## src/fifo_queue_with_delete_top_assert.svh

```systemverilog
// ----------------------------------------------------------------------------
// fifo_queue_with_delete_top_assert.svh
// Assertion macros used by the queue datapath. Expect clk and rst_n in scope.
// ----------------------------------------------------------------------------
`ifndef FIFO_QUEUE_WITH_DELETE_TOP_ASSERT_SVH
`define FIFO_QUEUE_WITH_DELETE_TOP_ASSERT_SVH

// same-cycle implication
`define FQD_ASSERT_IMP(lbl, ante, cons, msg) \
  lbl: assert property (@(posedge clk) disable iff (!rst_n) (ante) |-> (cons)) \
    else $error(msg);

// next-cycle implication
`define FQD_ASSERT_NXT(lbl, ante, cons, msg) \
  lbl: assert property (@(posedge clk) disable iff (!rst_n) (ante) |=> (cons)) \
    else $error(msg);

`endif

```

## src/fqd_pkg.sv

```systemverilog
// ----------------------------------------------------------------------------
// fqd_pkg
// Shared constants, codes and controller/datapath interface types.
// ----------------------------------------------------------------------------
`default_nettype none

package fqd_pkg;

  localparam int DEPTH  = 16;
  localparam int ITEM_W = 32;
  localparam int IDX_W  = $clog2(DEPTH);
  localparam int CNT_W  = $clog2(DEPTH + 1);

  typedef enum logic [1:0] {
    CMD_ENQ  = 2'd0,
    CMD_DEQ  = 2'd1,
    CMD_DEL  = 2'd2,
    CMD_ITER = 2'd3
  } cmd_t;

  typedef enum logic [2:0] {
    ST_OK       = 3'd0,
    ST_NULL     = 3'd1,
    ST_FULL     = 3'd2,
    ST_EMPTY    = 3'd3,
    ST_NOTFOUND = 3'd4
  } status_t;

  typedef enum logic {
    S_IDLE = 1'b0,
    S_ITER = 1'b1
  } state_t;

  typedef struct packed {
    logic             exec;
    logic             iter_step;
    logic [IDX_W-1:0] iter_idx;
  } dp_cmd_t;

  typedef struct packed {
    logic             out_free;
    logic [CNT_W-1:0] count;
  } dp_stat_t;

endpackage

`default_nettype wire

```

## src/fqd_ctrl.sv

```systemverilog
// ----------------------------------------------------------------------------
// fqd_ctrl
// Command sequencer: accepts beats and walks the queue during iterate.
// ----------------------------------------------------------------------------
`default_nettype none

module fqd_ctrl (
  input  wire logic              clk,
  input  wire logic              rst_n,
  input  wire logic              in_valid,
  input  wire logic [1:0]        in_cmd,
  output logic                   in_ready,
  output fqd_pkg::dp_cmd_t       dp_cmd,
  input  wire fqd_pkg::dp_stat_t dp_stat
);

  fqd_pkg::state_t               state_r, state_nxt;
  logic [fqd_pkg::IDX_W-1:0]     idx_r, idx_nxt;
  logic                          iter_done;

  assign iter_done = (fqd_pkg::CNT_W'(idx_r) + fqd_pkg::CNT_W'(1)) == dp_stat.count;

  always_ff @(posedge clk) begin
    if (!rst_n) begin
      state_r <= fqd_pkg::S_IDLE;
      idx_r   <= '0;
    end else begin
      state_r <= state_nxt;
      idx_r   <= idx_nxt;
    end
  end

  always_comb begin
    state_nxt = state_r;
    idx_nxt   = idx_r;
    in_ready  = 1'b0;
    dp_cmd    = '0;
    unique case (state_r)
      fqd_pkg::S_IDLE: begin
        in_ready    = dp_stat.out_free;
        dp_cmd.exec = in_valid && dp_stat.out_free;
        if (dp_cmd.exec && (fqd_pkg::cmd_t'(in_cmd) == fqd_pkg::CMD_ITER) &&
            (dp_stat.count > fqd_pkg::CNT_W'(1))) begin
          state_nxt = fqd_pkg::S_ITER;
          idx_nxt   = fqd_pkg::IDX_W'(1);
        end
      end
      fqd_pkg::S_ITER: begin
        dp_cmd.iter_step = dp_stat.out_free;
        dp_cmd.iter_idx  = idx_r;
        if (dp_stat.out_free) begin
          if (iter_done) begin
            state_nxt = fqd_pkg::S_IDLE;
          end else begin
            idx_nxt = idx_r + fqd_pkg::IDX_W'(1);
          end
        end
      end
      default: begin
        state_nxt = fqd_pkg::S_IDLE;
      end
    endcase
  end

endmodule

`default_nettype wire

```

## src/fqd_dp.sv

```systemverilog
// ----------------------------------------------------------------------------
// fqd_dp
// Entry shift file with parallel match, count register and result register.
// ----------------------------------------------------------------------------
`default_nettype none

`include "fifo_queue_with_delete_top_assert.svh"

module fqd_dp (
  input  wire logic                        clk,
  input  wire logic                        rst_n,
  input  wire logic [1:0]                  in_cmd,
  input  wire logic [fqd_pkg::ITEM_W-1:0]  in_item_in,
  input  wire fqd_pkg::dp_cmd_t            dp_cmd,
  output fqd_pkg::dp_stat_t                dp_stat,
  input  wire logic                        out_ready,
  output logic                             out_valid,
  output logic [2:0]                       out_status,
  output logic [fqd_pkg::ITEM_W-1:0]       out_item_out,
  output logic [fqd_pkg::CNT_W-1:0]        out_count,
  output logic                             out_last
);

  logic [fqd_pkg::ITEM_W-1:0] entries_r   [fqd_pkg::DEPTH];
  logic [fqd_pkg::ITEM_W-1:0] entries_nxt [fqd_pkg::DEPTH];
  logic [fqd_pkg::CNT_W-1:0]  count_r, count_nxt;

  logic                       out_valid_r, out_valid_nxt;
  fqd_pkg::status_t           out_status_r, res_status;
  logic [fqd_pkg::ITEM_W-1:0] out_item_r, res_item;
  logic [fqd_pkg::CNT_W-1:0]  out_count_r;
  logic                       out_last_r, res_last;

  logic [fqd_pkg::DEPTH-1:0]  match_v, prefix_v, shift_v;
  logic                       wr_en, load, out_free;
  fqd_pkg::cmd_t              cmd_v;

  assign cmd_v    = fqd_pkg::cmd_t'(in_cmd);
  assign out_free = !out_valid_r || out_ready;
  assign load     = dp_cmd.exec || dp_cmd.iter_step;

  assign dp_stat.out_free = out_free;
  assign dp_stat.count    = count_r;

  for (genvar g = 0; g < fqd_pkg::DEPTH; g++) begin : g_match
    assign match_v[g]  = (fqd_pkg::CNT_W'(g) < count_r) && (entries_r[g] == in_item_in);
    assign prefix_v[g] = |match_v[g:0];
  end

  always_comb begin
    count_nxt  = count_r;
    res_status = fqd_pkg::ST_OK;
    res_item   = '0;
    res_last   = 1'b1;
    shift_v    = '0;
    wr_en      = 1'b0;
    if (dp_cmd.exec) begin
      unique case (cmd_v)
        fqd_pkg::CMD_ENQ: begin
          if (in_item_in == '0) begin
            res_status = fqd_pkg::ST_NULL;
          end else if (count_r == fqd_pkg::CNT_W'(fqd_pkg::DEPTH)) begin
            res_status = fqd_pkg::ST_FULL;
          end else begin
            wr_en     = 1'b1;
            count_nxt = count_r + fqd_pkg::CNT_W'(1);
          end
        end
        fqd_pkg::CMD_DEQ: begin
          if (count_r == '0) begin
            res_status = fqd_pkg::ST_EMPTY;
          end else begin
            res_item  = entries_r[0];
            shift_v   = '1;
            count_nxt = count_r - fqd_pkg::CNT_W'(1);
          end
        end
        fqd_pkg::CMD_DEL: begin
          if (|match_v) begin
            shift_v   = prefix_v;
            count_nxt = count_r - fqd_pkg::CNT_W'(1);
          end else begin
            res_status = fqd_pkg::ST_NOTFOUND;
          end
        end
        fqd_pkg::CMD_ITER: begin
          if (count_r == '0) begin
            res_status = fqd_pkg::ST_EMPTY;
          end else begin
            res_item = entries_r[0];
            res_last = (count_r == fqd_pkg::CNT_W'(1));
          end
        end
        default: begin
          res_status = fqd_pkg::ST_OK;
        end
      endcase
    end else if (dp_cmd.iter_step) begin
      res_item = entries_r[dp_cmd.iter_idx];
      res_last = (fqd_pkg::CNT_W'(dp_cmd.iter_idx) + fqd_pkg::CNT_W'(1)) == count_r;
    end
  end

  always_comb begin
    entries_nxt = entries_r;
    for (int i = 0; i < fqd_pkg::DEPTH - 1; i++) begin
      if (shift_v[i]) begin
        entries_nxt[i] = entries_r[i+1];
      end
    end
    if (wr_en) begin
      entries_nxt[count_r[fqd_pkg::IDX_W-1:0]] = in_item_in;
    end
  end

  always_comb begin
    if (load) begin
      out_valid_nxt = 1'b1;
    end else if (out_ready) begin
      out_valid_nxt = 1'b0;
    end else begin
      out_valid_nxt = out_valid_r;
    end
  end

  always_ff @(posedge clk) begin
    if (!rst_n) begin
      count_r     <= '0;
      out_valid_r <= 1'b0;
    end else begin
      count_r     <= count_nxt;
      out_valid_r <= out_valid_nxt;
    end
  end

  always_ff @(posedge clk) begin
    entries_r <= entries_nxt;
    if (load) begin
      out_status_r <= res_status;
      out_item_r   <= res_item;
      out_count_r  <= count_nxt;
      out_last_r   <= res_last;
    end
  end

  assign out_valid    = out_valid_r;
  assign out_status   = out_status_r;
  assign out_item_out = out_item_r;
  assign out_count    = out_count_r;
  assign out_last     = out_last_r;

  `FQD_ASSERT_IMP(a_count_bound, 1'b1, count_r <= fqd_pkg::CNT_W'(fqd_pkg::DEPTH), "count overflow")
  `FQD_ASSERT_NXT(a_enq_inc, wr_en, count_r == $past(count_r) + fqd_pkg::CNT_W'(1), "enqueue count")
  `FQD_ASSERT_NXT(a_load_valid, load, out_valid_r, "result beat not registered")

endmodule

`default_nettype wire

```

## src/fifo_queue_with_delete_top.sv

```systemverilog
// ----------------------------------------------------------------------------
// fifo_queue_with_delete_top
// Bounded queue of item handles with enqueue, dequeue, delete and iterate.
// ----------------------------------------------------------------------------
// Usage:
//   Input channel (in_valid/in_ready) carries in_cmd and in_item_in; result
//   channel (out_valid/out_ready) carries out_status, out_item_out, out_count
//   and out_last. Every result beat carries the count after the command.
//   Enqueue, dequeue and delete use a 16-way parallel compare and a shift
//   of the entry file; the result beat appears in the output register the cycle
//   after acceptance. A new command is taken every cycle while the output
//   register is empty or being drained and no iterate is running.
//   Iterate of N items gives N beats, one per cycle unless out_ready stalls,
//   the last marked by out_last; in_ready stays low until the final beat is
//   loaded. Empty iterate gives one beat.
//   Reset clears the count and the output valid flag; entry contents are not
//   cleared and no clearing pass is needed.
//   When out_ready is low the result beat holds and in_ready drops until
//   the register frees up.
// ----------------------------------------------------------------------------
`default_nettype none

module fifo_queue_with_delete_top (
  input  wire logic                       clk,
  input  wire logic                       rst_n,
  input  wire logic                       in_valid,
  output logic                            in_ready,
  input  wire logic [1:0]                 in_cmd,
  input  wire logic [fqd_pkg::ITEM_W-1:0] in_item_in,
  output logic                            out_valid,
  input  wire logic                       out_ready,
  output logic [2:0]                      out_status,
  output logic [fqd_pkg::ITEM_W-1:0]      out_item_out,
  output logic [fqd_pkg::CNT_W-1:0]       out_count,
  output logic                            out_last
);

  fqd_pkg::dp_cmd_t  dp_cmd;
  fqd_pkg::dp_stat_t dp_stat;

  fqd_ctrl u_ctrl (
    .clk      (clk),
    .rst_n    (rst_n),
    .in_valid (in_valid),
    .in_cmd   (in_cmd),
    .in_ready (in_ready),
    .dp_cmd   (dp_cmd),
    .dp_stat  (dp_stat)
  );

  fqd_dp u_dp (
    .clk          (clk),
    .rst_n        (rst_n),
    .in_cmd       (in_cmd),
    .in_item_in   (in_item_in),
    .dp_cmd       (dp_cmd),
    .dp_stat      (dp_stat),
    .out_ready    (out_ready),
    .out_valid    (out_valid),
    .out_status   (out_status),
    .out_item_out (out_item_out),
    .out_count    (out_count),
    .out_last     (out_last)
  );

endmodule

`default_nettype wire
```

## config.mk

```make
export PLATFORM = sky130hd
export DESIGN_NAME = fifo_queue_with_delete_top
export DESIGN_NICKNAME = d
export VERILOG_FILES = /design/src/fqd_pkg.sv /design/src/fqd_ctrl.sv /design/src/fqd_dp.sv /design/src/fifo_queue_with_delete_top.sv
export VERILOG_INCLUDE_DIRS = /design/src /design/src/src
export SDC_FILE = /design/constraint.sdc
export NUM_CORES = 2
export LEC_CHECK = 0
export BUFFER_PORTS_ARGS = -buffer_cell sky130_fd_sc_hd__buf_4
export CELL_PAD_IN_SITES_DETAIL_PLACEMENT = 1
export CELL_PAD_IN_SITES_GLOBAL_PLACEMENT = 1
export CORE_ASPECT_RATIO = 1.2
export CORE_UTILIZATION = 25
export DETAILED_ROUTE_END_ITERATION = 10
export PLACE_DENSITY_LB_ADDON = 0.1
export SYNTH_ARGS = -nofsm -noshare
export SYNTH_HDL_FRONTEND = slang
export SYNTH_SLANG_ARGS = --single-unit
```

## constraint.sdc

```tcl
create_clock -name clk -period 9.95 [get_ports clk]
set_clock_uncertainty 0.1 [all_clocks]
set_input_delay 0.4975 -clock clk [delete_from_list [all_inputs] [get_ports clk]]
set_output_delay 0.4975 -clock clk [all_outputs]
set_load 0.05 [all_outputs]
```

== After elaboration in Yosys (flattened, before gate mapping) ==
Index checks and enable logic that the tools add are counted.

* Bitwise gates (word level): 3
* Reduce and logical (&&, ||, !) cells: 44
* Eq/ne operators: 26
* Order comparisons: 20
* Add/sub/neg operators: 5
* Mux-type cells: 62

{| class="wikitable"
|+ Operator list
! cell !! number
|-
| two-way mux 32 bit || 22
|-
| bitwise mux 512 bit || 1
|-
| == test 32 bit || 16
|-
| two-way mux 512 bit || 1
|-
| binary-select mux 32 bit (select 4 bit) || 1
|-
| demux 32 bit (select 4 bit) || 1
|-
| two-way mux 15 bit || 3
|-
| < comparator 4 x 5 -> 1 bit (first input constant) || 8
|-
| logical NOT 32 bit || 1
|-
| two-way mux 5 bit || 6
|-
| one-hot mux 15 bit (2 select lines) || 1
|-
| logical AND 1 bit || 20
|-
| < comparator 3 x 5 -> 1 bit (first input constant) || 4
|-
| OR reduction 16 bit || 1
|-
| two-way mux 1 bit || 15
|-
| one-hot mux 5 bit (3 select lines) || 1
|-
| OR reduction 15 bit || 1
|-
| OR reduction 14 bit || 1
|-
| OR reduction 13 bit || 1
|-
| two-way mux 4 bit || 3
|-
| OR reduction 12 bit || 1
|-
| OR reduction 11 bit || 1
|-
| adder 4 x 1 -> 5 bit (second input constant) || 2
|-
| == test 5 bit || 2
|-
| 36 further kinds || 46
|}

* Logic and storage cells: 184
* Bits of input ports: 38
* Output and inout port bits: 43
* Register bits: 564

== Logic depth before layout (Yosys ltp) ==
* Depth after elaboration: 9
* Mapped depth: 15
* Gate-level depth less buffers: 10

== By module ==
From an unflattened synthesis, not the netlist that was laid out.

* Cell total of the unflattened synthesis: 3,687
* Area, all modules: 35,193.8 um2

{| class="wikitable"
|+ By module, submodules not included
! module !! times used !! sequential area each (um2) !! area each (um2) !! cells each
|-
| fqd_dp || 1 || 11,921.4 || 34,748.3 || 3,631
|-
| fqd_ctrl || 1 || 100.1 || 445.4 || 56
|}

== Least setup slack after synthesis ==
Ideal clock, no wire load.

* Path type: reg2reg
* Start point: reg u_dp.out_valid_r, in the netlist u_dp.out_valid
* End point: reg (tool-made name)
* Library setup time: 421 ps
* Buffers on the path: 1
* Setup slack: 5,855 ps
* Clock period less this slack: 4,095 ps
* Data required time: 9,429 ps
* Stages on the path, launching flop included: 8
* Arrival time: 3,574 ps
* Path through: dfxtp_1 -> nor2b_1 -> nor2_1 -> nand2_1 -> nor2_1 -> buf_2 -> nand2_1 -> nor2_1

{| class="wikitable"
|+ RTL lines
! item !! line !! text
|-
| start: declaration || fqd_dp.sv:28 || <nowiki>logic out_valid_r, out_valid_nxt;</nowiki>
|-
| start signal: assignment || fqd_dp.sv:132 || <nowiki>out_valid_r <= out_valid_nxt;</nowiki>
|}

==> run_results.csv <==
group,metric,value,unit
clock_tree,clkSlewWorstSetupHoldPaths,0.06,ns
route,wl_per_cell,34.22,um
floorplan,core,0.1432,mm^2
critical_path,end_kind,"register",
floorplan,num_rows,152,
yosys,synthDominantCellAreaShare,27.18,%
yosys,synth_nets,4123,
yosys,synth_top_family_by_area,"multiplexers",
global_route,grt_pass1_vias,31320,
clock_tree,htree_levels,3,
floorplan,io_pins,81,
global_route,grt_pass1_wl,277500,um
yosys,async_flop_share,0,%
sta,relSlewSlack,4.693,%
yosys,synth_top_area_cell,"dfxtp_1",
floorplan,die_h,418.7,um
clock_tree,hold_buffers,2,
floorplan,die_area,0.1462,mm^2
sta,drv_slew,0,
sta,worstMarginPinSlew,1.394,ns
route,vias,32290,
placement,hpwl,145200,um
placement,gp_congestion,0.9704,
finish,final_layout_size_suffix_gt1_share,10.33,%
clock_tree,cts_tree,"done",
finish,final.fill_count,16490,
sta,timing_hold_violations_final,0,
yosys,yosys-top-cells-area,"dfxtp_1 (27%), mux2i_1 (13%), xnor2_1 (9.4%), edfxtp_1 (6.1%), mux4_2 (5.9%)",
finish,nNetsFinal,3964,
yosys,yosys.area_share.simple,15.84,%
global_route,grt_max_degree,67,
power,ir_drop,0.1114,mV
route,drtAntennaViolNets,0,
sta,setup_viol,0,
sta,rsz0062_at_grt,"false",
yosys,ys_ff_latch,564,
yosys,synth.most_common_cell,"dfxtp_1",
yosys,netlist_area,0.03617,mm^2
floorplan,initial_core_util,25.26,%
yosys,synthDistinctLibCells,73,
yosys,synthCells,4074,
min_path,hp-class,"in2reg",
sta,fin_crit_sh,52.68,%
global_route,overflow,0,
yosys,synthMuxAreaShare,19.33,%
sta,fin_crit,5.241,ns
sta,timing.setup.tns,0,ns
yosys,synthFlopType,"dfxtp_1",
clock_tree,post_cts_buffers,0,
critical_path,required,10.39,ns
global_route,grt_usage,27.20,%
clock_tree,numCtsBuffers,75,
route,drt-total-wl,202300,um
clock_tree,root_buffer,"clkbuf_16",
finish,syn_to_final_growth,12.05,%
global_route,antenna_found_initial,6,
clock_tree,cts_resized,0,
yosys,synth_compound_area_share,13.10,%
clock_tree,clockBufferDepth,3,
power,power_leakage,12.91,nW
finish,final_util,28.30,%
route,drt-initial-drc-count,2810,
yosys,synth_edf_count,73,
critical_path,worstPathMaxFanout,65,
yosys,synth_adder_area_share,0.3805,%
power,p_total,0.008087,W
critical_path,cp-start-kind,"register",
finish,register_area,0.01203,mm^2
sta,fmax,0.1908,GHz
yosys,yosys_warnings,0,
run_status,status,"completed",
floorplan,die_w,349.2,um
power,power_density,199.6,mW/mm^2
finish,multiInputGateArea,0.02242,mm^2
yosys,yosys.area_share.xor_xnor,12.79,%
yosys,synthTopCellsByCount,"dfxtp_1 (491), mux2i_1 (482), xnor2_1 (388)",
route,first_pass_iters,5,
clock_tree,cts_sinks,564,
placement,portBuffers,80,
run,drv_cap,0,
route,drc,0,
clock_tree,clock_latency,0.70,ns
yosys,syn_area_per_cell,8.878,um^2
critical_path,cp.arrival,5.68,ns
critical_path,critPathKind,"reg2reg",
route,viasPerCell,5.463,
yosys,seq_area_frac_synth,33.24,%
final timing paths:
check | start | end | slack (ns) | cells after the start
worst max-delay path | u_dp.count_r[1] | u_dp.entries_r[67] | 4.71 | 10
worst min-delay path | in_item_in[17] | register | 0.07 | 1
worst max register to register | u_dp.count_r[1] | u_dp.entries_r[67] | 4.71 | 10
worst min register to register | u_dp.entries_r[151] | u_dp.entries_r[151] | 0.49 | 2
power by group:
part | switching [W] | internal, W
combinational | 0.00128 | 0.000753
clock | 0.00119 | 0.00161
sequential | 0.000593 | 0.00265
logic make-up after synthesis:
group                      count (synthesis)
xor gates and xnor gates                 528
AOI/OAI and AO/OA                        818
adders and majority gates                 11
muxes                                    580
buffers and inverters                    401
DFF                                      564
and+or+nand+nor                         1172
area by class of cell:
| cell class | instances | area share, % |
|---|---|---|
| Clock inverter | 23 | 0.3551 |
| Timing Repair Buffer | 154 | 2.865 |
| Sequential cell | 564 | 29.67 |
| Clock buffer | 116 | 5.675 |
| Antenna cell | 9 | 0.05557 |
| Inverter | 11 | 0.1019 |
| Tap cell | 1925 | 5.943 |
| Multi-Input combinational cell | 3109 | 55.33 |
placed cells by master, fill, tap and decap left out, types with 11 or more instances in the layout:
cell and instances:
nor3_1 133, a32oi_1 64, dfxtp_1 490, o22ai_1 65, a21oi_1 219, mux2i_1 482, clkbuf_8 12, mux4_2 94
xnor2_1 388, nand3_1 41, clkbuf_1 22, xor2_1 140, nor4b_1 12, ha_1 11, edfxtp_1 73, o21ai_0 313
nor4_1 66, clkbuf_16 82, nor2_1 277, o21ai_1 57, a211oi_1 36, nand4_1 165, a22o_1 33, nand2_1 347
nor3b_1 36, buf_4 152
sequential cells by signal (all words and copies together), names as in the netlist, named ones only:
register,cells
u_dp.out_status,3
u_dp.out_item_out,32
u_ctrl.idx_r,4
u_dp.count_r,5
u_dp.out_count,5
u_dp.entries_r,480
u_ctrl.state_r,1
u_dp.out_valid,1
u_dp.out_last,1
worst max-delay path, stage by stage, from the launching register on:
cell and delay, ns:
dfxtp_1 0.97, nand2_1 0.20, a2111oi_0 1.24, nand3_1 0.20, nand4_1 0.26, nand4bb_4 0.17, buf_4 0.58, o31a_2 0.24
buf_4 0.57, mux2i_1 0.25, o21ai_0 0.10
per-stage QoR:
stage / cell area (um^2) / hold WS [ns] / instances / worst slack (ns)
floorplan: 36170 / 0.4350 / 4074 / 5.855
global placement: 38040 / 0.4685 / 5761 / 4.845
detailed placement: 38040 / 0.4858 / 5761 / 4.818
CTS: 40500 / 0.02410 / 5902 / 4.834
global route: 40510 / 0.05797 / 5906 / 4.619
finish: 40530 / 0.06672 / 5911 / 4.709
metal layers:
metal  GRT usage [%]  vias to the layer above  share of wire [%]
met3           3.047                      194                4.4
met2           43.31                      939                 46
met1           36.84                    16690                 45
met5               0                        -                  0
met4           12.01                        0                4.5
li1                -                    14470                  -
No activity file was read; power rests on OpenSTA's default activity.
